`config.mk`:
```
export PLATFORM = sky130hd
export DESIGN_NAME = yuyv_to_rgb_frame_decimator
export DESIGN_NICKNAME = d
export VERILOG_FILES = /design/src/hdl/yrgb_pkg.sv /design/src/hdl/yrgb_chroma.sv /design/src/hdl/yrgb_lane.sv /design/src/hdl/yuyv_to_rgb_frame_decimator.sv
export SDC_FILE = /design/constraint.sdc
export NUM_CORES = 1
export LEC_CHECK = 0
export BUFFER_PORTS_ARGS = -buffer_cell sky130_fd_sc_hd__buf_4
export CORE_MARGIN = 2
export CORE_UTILIZATION = 50
export DETAILED_ROUTE_END_ITERATION = 6
export PLACE_DENSITY = 0.69
export SETUP_SLACK_MARGIN = 0.1
export SLEW_MARGIN = 20
export SYNTH_ARGS = -nofsm -noshare
export SYNTH_HDL_FRONTEND = slang
export SYNTH_HIERARCHICAL = 1
export SYNTH_SLANG_ARGS = --single-unit
```
`constraint.sdc`:
```
create_clock -name clock -period 6.4 [get_ports clock]
set_input_delay 0.32 -clock clock [delete_from_list [all_inputs] [get_ports clock]]
set_output_delay 0.32 -clock clock [all_outputs]
set_load 0.005 [all_outputs]
```
`src/hdl/yrgb_pkg.sv`:
```
// Shared types, constants and the floor-and-clamp function of the YUYV to RGB converter.
`default_nettype none

package yrgb_pkg;

   // Fixed-point coefficients, scaled by 2^14.
   localparam int FRAC_BITS = 14;
   localparam logic signed [15:0] COEF_RV = 16'sd23044;
   localparam logic signed [15:0] COEF_GU = 16'sd5661;
   localparam logic signed [15:0] COEF_GV = 16'sd11746;
   localparam logic signed [15:0] COEF_BU = 16'sd19317;
   localparam logic [8:0] CHROMA_OFFSET = 9'd128;

   // Product of a 16-bit coefficient and a 9-bit signed chroma sample.
   localparam int PROD_W = 25;
   // Luma scaled by 2^14 plus up to two products.
   localparam int SUM_W = 26;
   localparam int QUOT_W = SUM_W - FRAC_BITS;

   // Configuration register indexes and port widths.
   localparam int CSR_ADDR_W = 3;
   localparam logic CSR_IDX_FRAME_DIVISOR = 1'b0;

   // Registered chroma products shared by both pixel lanes.
   typedef struct packed {
      logic signed [PROD_W-1:0] rv;
      logic signed [PROD_W-1:0] gu;
      logic signed [PROD_W-1:0] gv;
      logic signed [PROD_W-1:0] bu;
   } chroma_term_type;

   // One RGB888 pixel.
   typedef struct packed {
      logic [7:0] blue;
      logic [7:0] green;
      logic [7:0] red;
   } pixel_type;

   // Floor division by 2^14, then clamp to 0..255.
   function automatic logic [7:0] floor_clamp(input logic signed [SUM_W-1:0] sum);
      logic signed [QUOT_W-1:0] quot;
      logic [7:0] result;
      quot = sum[SUM_W-1:FRAC_BITS];
      if (quot < 0) begin
         result = 8'd0;
      end else if (quot > $signed(QUOT_W'(255))) begin
         result = 8'd255;
      end else begin
         result = quot[7:0];
      end
      return result;
   endfunction

endpackage

`default_nettype wire

```
`src/hdl/yrgb_chroma.sv`:
```
// Chroma stage: removes the offset from U and V and registers the four coefficient products.
`default_nettype none

module yrgb_chroma (
   input  wire logic                      clock,
   input  wire logic                      load,
   input  wire logic [7:0]                chroma_blue,
   input  wire logic [7:0]                chroma_red,
   output yrgb_pkg::chroma_term_type      terms_ff
);
   import yrgb_pkg::*;

   logic signed [8:0] u_s;
   logic signed [8:0] v_s;
   chroma_term_type   terms_in;

   // Centered chroma samples fit in nine signed bits.
   assign u_s = $signed({1'b0, chroma_blue} - CHROMA_OFFSET);
   assign v_s = $signed({1'b0, chroma_red} - CHROMA_OFFSET);

   // One constant multiply per term, both operands widened to the product width.
   always_comb begin
      terms_in.rv = PROD_W'(COEF_RV) * PROD_W'(v_s);
      terms_in.gu = PROD_W'(COEF_GU) * PROD_W'(u_s);
      terms_in.gv = PROD_W'(COEF_GV) * PROD_W'(v_s);
      terms_in.bu = PROD_W'(COEF_BU) * PROD_W'(u_s);
   end

   // Products advance with the pipeline.
   always_ff @(posedge clock) begin
      if (load) begin
         terms_ff <= terms_in;
      end
   end

endmodule

`default_nettype wire

```
`src/hdl/yrgb_lane.sv`:
```
// Pixel lane: adds scaled luma to the shared chroma products, floors and clamps each color.
`default_nettype none

module yrgb_lane (
   input  wire logic [7:0]                luma,
   input  wire yrgb_pkg::chroma_term_type terms,
   output yrgb_pkg::pixel_type            pixel
);
   import yrgb_pkg::*;

   logic signed [SUM_W-1:0] luma_scaled;
   logic signed [SUM_W-1:0] red_sum;
   logic signed [SUM_W-1:0] green_sum;
   logic signed [SUM_W-1:0] blue_sum;

   // Luma times 2^14, never negative.
   assign luma_scaled = $signed({{(SUM_W-FRAC_BITS-8){1'b0}}, luma, {FRAC_BITS{1'b0}}});

   // Exact sums of the conversion equations.
   always_comb begin
      red_sum   = luma_scaled + SUM_W'(terms.rv);
      green_sum = luma_scaled - SUM_W'(terms.gu) - SUM_W'(terms.gv);
      blue_sum  = luma_scaled + SUM_W'(terms.bu);
   end

   // Floor and clamp into eight bits per color.
   always_comb begin
      pixel.red   = floor_clamp(red_sum);
      pixel.green = floor_clamp(green_sum);
      pixel.blue  = floor_clamp(blue_sum);
   end

endmodule

`default_nettype wire

```
`src/hdl/yuyv_to_rgb_frame_decimator.sv`:
```
// Top level: frame decimation control, chroma stage, two pixel lanes and the output register.
// The block takes one YUYV word per clock while rsp_tready is high and returns one word of two
// RGB888 pixels for every input word of a kept frame, registered first in the chroma multiplier
// stage and then in the output register fed by the lane adders and clamps. A word with frame_start
// set decides for its whole frame: the frame is kept when the phase counter is zero and
// sink_ready is set, and the phase then advances, wrapping at frame_divisor (0 acts as 1).
// Words of dropped frames are accepted like any other word and give no output. Throughput is
// one word per cycle as long as rsp_tready is high; req_tready falls only when both pipeline
// stages hold words that the sink has not taken.
`default_nettype none

module yuyv_to_rgb_frame_decimator (
   input  wire logic                                clock,
   input  wire logic                                reset,
   // Input stream
   input  wire logic                                req_tvalid,
   output      logic                                req_tready,
   // luma_first[7:0], chroma_blue[15:8], luma_second[23:16], chroma_red[31:24]
   input  wire logic [31:0]                         req_tdata,
   // frame_start[0], sink_ready[1]
   input  wire logic [1:0]                          req_tuser,
   // Result stream
   output      logic                                rsp_tvalid,
   input  wire logic                                rsp_tready,
   // red_first[7:0], green_first[15:8], blue_first[23:16],
   // red_second[31:24], green_second[39:32], blue_second[47:40]
   output      logic [47:0]                         rsp_tdata,
   // first_of_frame[0]
   output      logic [0:0]                          rsp_tuser,
   // Configuration port
   input  wire logic                                csr_psel,
   input  wire logic                                csr_penable,
   input  wire logic                                csr_pwrite,
   input  wire logic [yrgb_pkg::CSR_ADDR_W-1:0]     csr_paddr,
   input  wire logic [31:0]                         csr_pwdata,
   output      logic [31:0]                         csr_prdata,
   output      logic                                csr_pready
);
   import yrgb_pkg::*;

   logic [7:0]       frame_divisor_ff;
   logic [7:0]       frame_divisor_in;
   logic [7:0]       frame_phase_ff;
   logic [7:0]       frame_phase_in;
   logic             keep_frame_ff;
   logic             keep_frame_in;

   logic             s1_valid_ff;
   logic             s1_valid_in;
   logic [7:0]       s1_luma_first_ff;
   logic [7:0]       s1_luma_second_ff;
   logic             s1_first_ff;

   logic             out_valid_ff;
   logic             out_valid_in;
   pixel_type        out_first_ff;
   pixel_type        out_second_ff;
   logic             out_first_of_frame_ff;

   logic             accept;
   logic             frame_start;
   logic             sink_ready;
   logic             keep_now;
   logic             out_free;
   logic             s1_free;
   logic             csr_write;
   logic [7:0]       divisor_eff;
   logic [8:0]       phase_next;
   chroma_term_type  terms;
   pixel_type        pixel_first;
   pixel_type        pixel_second;

   // Configuration port, always ready.
   assign csr_pready = 1'b1;
   assign csr_write  = csr_psel && csr_penable && csr_pwrite && csr_pready;

   always_comb begin
      frame_divisor_in = frame_divisor_ff;
      if (csr_write && (csr_paddr[2] == CSR_IDX_FRAME_DIVISOR)) begin
         frame_divisor_in = csr_pwdata[7:0];
      end
   end

   always_comb begin
      csr_prdata = 32'd0;
      if (csr_paddr[2] == CSR_IDX_FRAME_DIVISOR) begin
         csr_prdata = {24'd0, frame_divisor_ff};
      end
   end

   // Pipeline flow control: each stage moves when the one after it can take a word.
   assign out_free   = !out_valid_ff || rsp_tready;
   assign s1_free    = !s1_valid_ff || out_free;
   assign req_tready = s1_free;
   assign accept     = req_tvalid && req_tready;

   assign frame_start = req_tuser[0];
   assign sink_ready  = req_tuser[1];

   // Frame decimation: the frame-start word samples the keep decision.
   assign divisor_eff = (frame_divisor_ff == 8'd0) ? 8'd1 : frame_divisor_ff;
   assign phase_next  = {1'b0, frame_phase_ff} + 9'd1;

   always_comb begin
      frame_phase_in = frame_phase_ff;
      keep_frame_in  = keep_frame_ff;
      if (accept && frame_start) begin
         keep_frame_in  = (frame_phase_ff == 8'd0) && sink_ready;
         frame_phase_in = (phase_next >= {1'b0, divisor_eff}) ? 8'd0 : phase_next[7:0];
      end
   end

   assign keep_now    = frame_start ? keep_frame_in : keep_frame_ff;
   assign s1_valid_in = s1_free ? (accept && keep_now) : s1_valid_ff;
   assign out_valid_in = out_free ? s1_valid_ff : out_valid_ff;

   // Control registers.
   always_ff @(posedge clock) begin
      if (reset) begin
         frame_divisor_ff <= 8'd1;
         frame_phase_ff   <= 8'd0;
         keep_frame_ff    <= 1'b0;
         s1_valid_ff      <= 1'b0;
         out_valid_ff     <= 1'b0;
      end else begin
         frame_divisor_ff <= frame_divisor_in;
         frame_phase_ff   <= frame_phase_in;
         keep_frame_ff    <= keep_frame_in;
         s1_valid_ff      <= s1_valid_in;
         out_valid_ff     <= out_valid_in;
      end
   end

   // Stage one: luma and frame flag travel beside the chroma products.
   always_ff @(posedge clock) begin
      if (s1_free) begin
         s1_luma_first_ff  <= req_tdata[7:0];
         s1_luma_second_ff <= req_tdata[23:16];
         s1_first_ff       <= frame_start;
      end
   end

   yrgb_chroma u_chroma (
      .clock       (clock),
      .load        (s1_free),
      .chroma_blue (req_tdata[15:8]),
      .chroma_red  (req_tdata[31:24]),
      .terms_ff    (terms)
   );

   // Two pixel lanes share the chroma products.
   yrgb_lane u_lane_first (
      .luma  (s1_luma_first_ff),
      .terms (terms),
      .pixel (pixel_first)
   );

   yrgb_lane u_lane_second (
      .luma  (s1_luma_second_ff),
      .terms (terms),
      .pixel (pixel_second)
   );

   // Output register merges both lanes into one result word.
   always_ff @(posedge clock) begin
      if (out_free) begin
         out_first_ff          <= pixel_first;
         out_second_ff         <= pixel_second;
         out_first_of_frame_ff <= s1_first_ff;
      end
   end

   assign rsp_tvalid = out_valid_ff;
   assign rsp_tdata  = {out_second_ff.blue, out_second_ff.green, out_second_ff.red,
                        out_first_ff.blue, out_first_ff.green, out_first_ff.red};
   assign rsp_tuser  = out_first_of_frame_ff;

endmodule

`default_nettype wire
```
==> results.ini <==
[outcome]
outcome=finished clean

[clock_tree]
path_clk_slew_ns=0.07
htreeDepth=4
hold_buffers=0
cts_buffers=17
clock-root-buffer=clkbuf_16
cts_resized=0
clk_path_buf_depth=2
cts_tree=done
clk_latency_ns=0.44
clock_sinks=153
post_cts_buffers=0

[power_and_ir_drop]
ir_drop_mv=0.301
finalPower_uw=8630
power_leakage_uw=0.00950
power_density_nw_per_um2=453

[cells_and_area]
mostFrequentLayoutCells=ha_1 (339), inv_1 (328), edfxtp_1 (134), fa_1 (114)
n_antenna_cell=0
final_cell_area_um2=19100
drive_gt1_share_pct=11.0
multi_input_area_um2=11400
syn2layout_area_growth_pct=10.4
nNetsFinal=2348
regArea_um2=4400
final_common_cell=ha_1
fillerInstances=2969

[worst_setup_path]
crit_required_ns=6.56
reg2reg_depth=11
crit_type=in -> reg
max_stage_delay_ns=0.50
critical_path_peak_fanout=15
rr_endpoint=rsp_tdata[37]
worstPathCellList=buf_4, inv_1, ha_1, inv_1, ha_1, inv_1, fa_1, inv_1, fa_1, ha_1, ha_1, and3_4, a221o_1, a31oi_1, o21ai_1, a21oi_1, xnor2_1
startpoint_type=input pin
timing.rr.start=s1_luma_second_ff[0]
worstPathArrival_ns=4.78
cpMaxStageDelayCell=fa_1
endpoint_kind=flop
regToRegSetupSlack_ns=2.68

[grt]
track_usage_pct=21.1
grt_pass1_wl_mm=60.1
gr-total-overflow=0
grt_max_degree=52
grt_pass1_vias=12200
grt_antenna_before_repair=1

[sta]
fin_crit_sh_pct=72.1
fin_setup_tns_ns=0
relSlewSlack_pct=36.8
setup_viol=0
fin_skew_ns=0.0115
fin_crit_ns=4.62
drv_slew=0
grt_setup_unrepaired=no
fmax_ghz=0.217
finalHoldViolations=0
worst_slew_pin_slew_ns=0.937

[die]
die_area_um2=36000
ioPinCount=160
die_h_um=190
die_x_um=190
fp-row-count=68
start_util_pct=50.4
coreArea_um2=34300

[placed_design]
placed_cell_area_um2=18500
gp_congestion=0.877
hpwl_mm=30.0
portBuffers=108

[drt]
routed_wl_mm=36.2
drc=0
dr_wl_met3_mm=1.61
drt.antenna.violating_nets=0
drtIter0Drc=690
top_layer=met5
num_vias=12200
first_pass_iters=5
viasPerCell=5.32
wl_per_cell_um=15.8
drt-met1-wl_mm=16.5
dr_wl_met2_mm=17.2

[logic_synthesis]
synth.avg_cell_area_um2=10.1
ys.warnings.count=6
synth_area_um2=17300
synthCells=1708

[worst_hold_path]
holdPathStages=1
worstHoldStart=req_tdata[18]
hold_end=s1_luma_second_ff[2]
hold_class=in -> reg

[flow_run]
max_cap_violations=0

## through the flow
stage | hold WS (ns) | std cells | util, % | setup slack (ns)
6_report | 0.0509 | 2287 | 55.6 | 1.78
5_1_grt | 0.0302 | 2287 | 55.6 | 1.46
4_1_cts | 0.0260 | 2287 | 55.6 | 1.75
3_5_place_dp | 0.411 | 2255 | 53.9 | 1.28
3_3_place_gp | 0.404 | 2255 | 53.9 | 1.36
2_1_floorplan | 0.392 | 1731 | - | 1.92
## sequential cells by signal, summed over array words and instances, names as in the netlist, 8 cells and up
register	cells
frame_phase_ff	8
rsp_tdata	48
u_chroma/terms_ff	68
frame_divisor_ff	8
s1_luma_first_ff	8
s1_luma_second_ff	8
## cell type report
class | instances | area share (%)
flip-flops and latches | 153 | 23.1
well taps | 455 | 2.99
clock buffers | 18 | 2.25
repair buffers | 111 | 4.37
inverters | 328 | 6.46
clock inverters | 14 | 0.841
multi-input cells | 1208 | 60.0
## power by group
| part | leakage (uW) | switching, uW | internal, uW |
|---|---|---|---|
| clock network | 0.000284 | 446 | 552 |
| registers | 0.00158 | 221 | 1620 |
| logic | 0.00764 | 3210 | 2580 |
| total | 0.00950 | 3880 | 4750 |
## critical path: cells and delay by family
family	cells	cell delay, ns
adder cells (fa/ha/maj)	6	2.35
AO/OA/AOI/OAI	4	1.01
buffers and inverters	5	0.79
AND/OR/NAND/NOR	1	0.21
XOR/XNOR	1	0.08
## worst max-delay path by stage
stage	start	to	slack, ns	cells past startpoint
2_1_floorplan	req_tdata[31]	u_chroma/terms_ff[99]	1.92	17
3_3_place_gp	req_tdata[15]	u_chroma/terms_ff[71]	1.36	17
3_5_place_dp	req_tdata[31]	u_chroma/terms_ff[99]	1.28	17
4_1_cts	req_tdata[31]	u_chroma/terms_ff[99]	1.75	17
5_1_grt	req_tdata[31]	u_chroma/terms_ff[99]	1.46	17
6_report	req_tdata[15]	u_chroma/terms_ff[71]	1.78	17
## metal layers
metal | up-vias | track usage [%]
met5 | - | 0
li1 | 6070 | -
met2 | 238 | 35.5
met3 | 48 | 3.50
met4 | 2 | 6.86
met1 | 5816 | 27.9
Note: power is estimated with default switching activity, not from simulation.
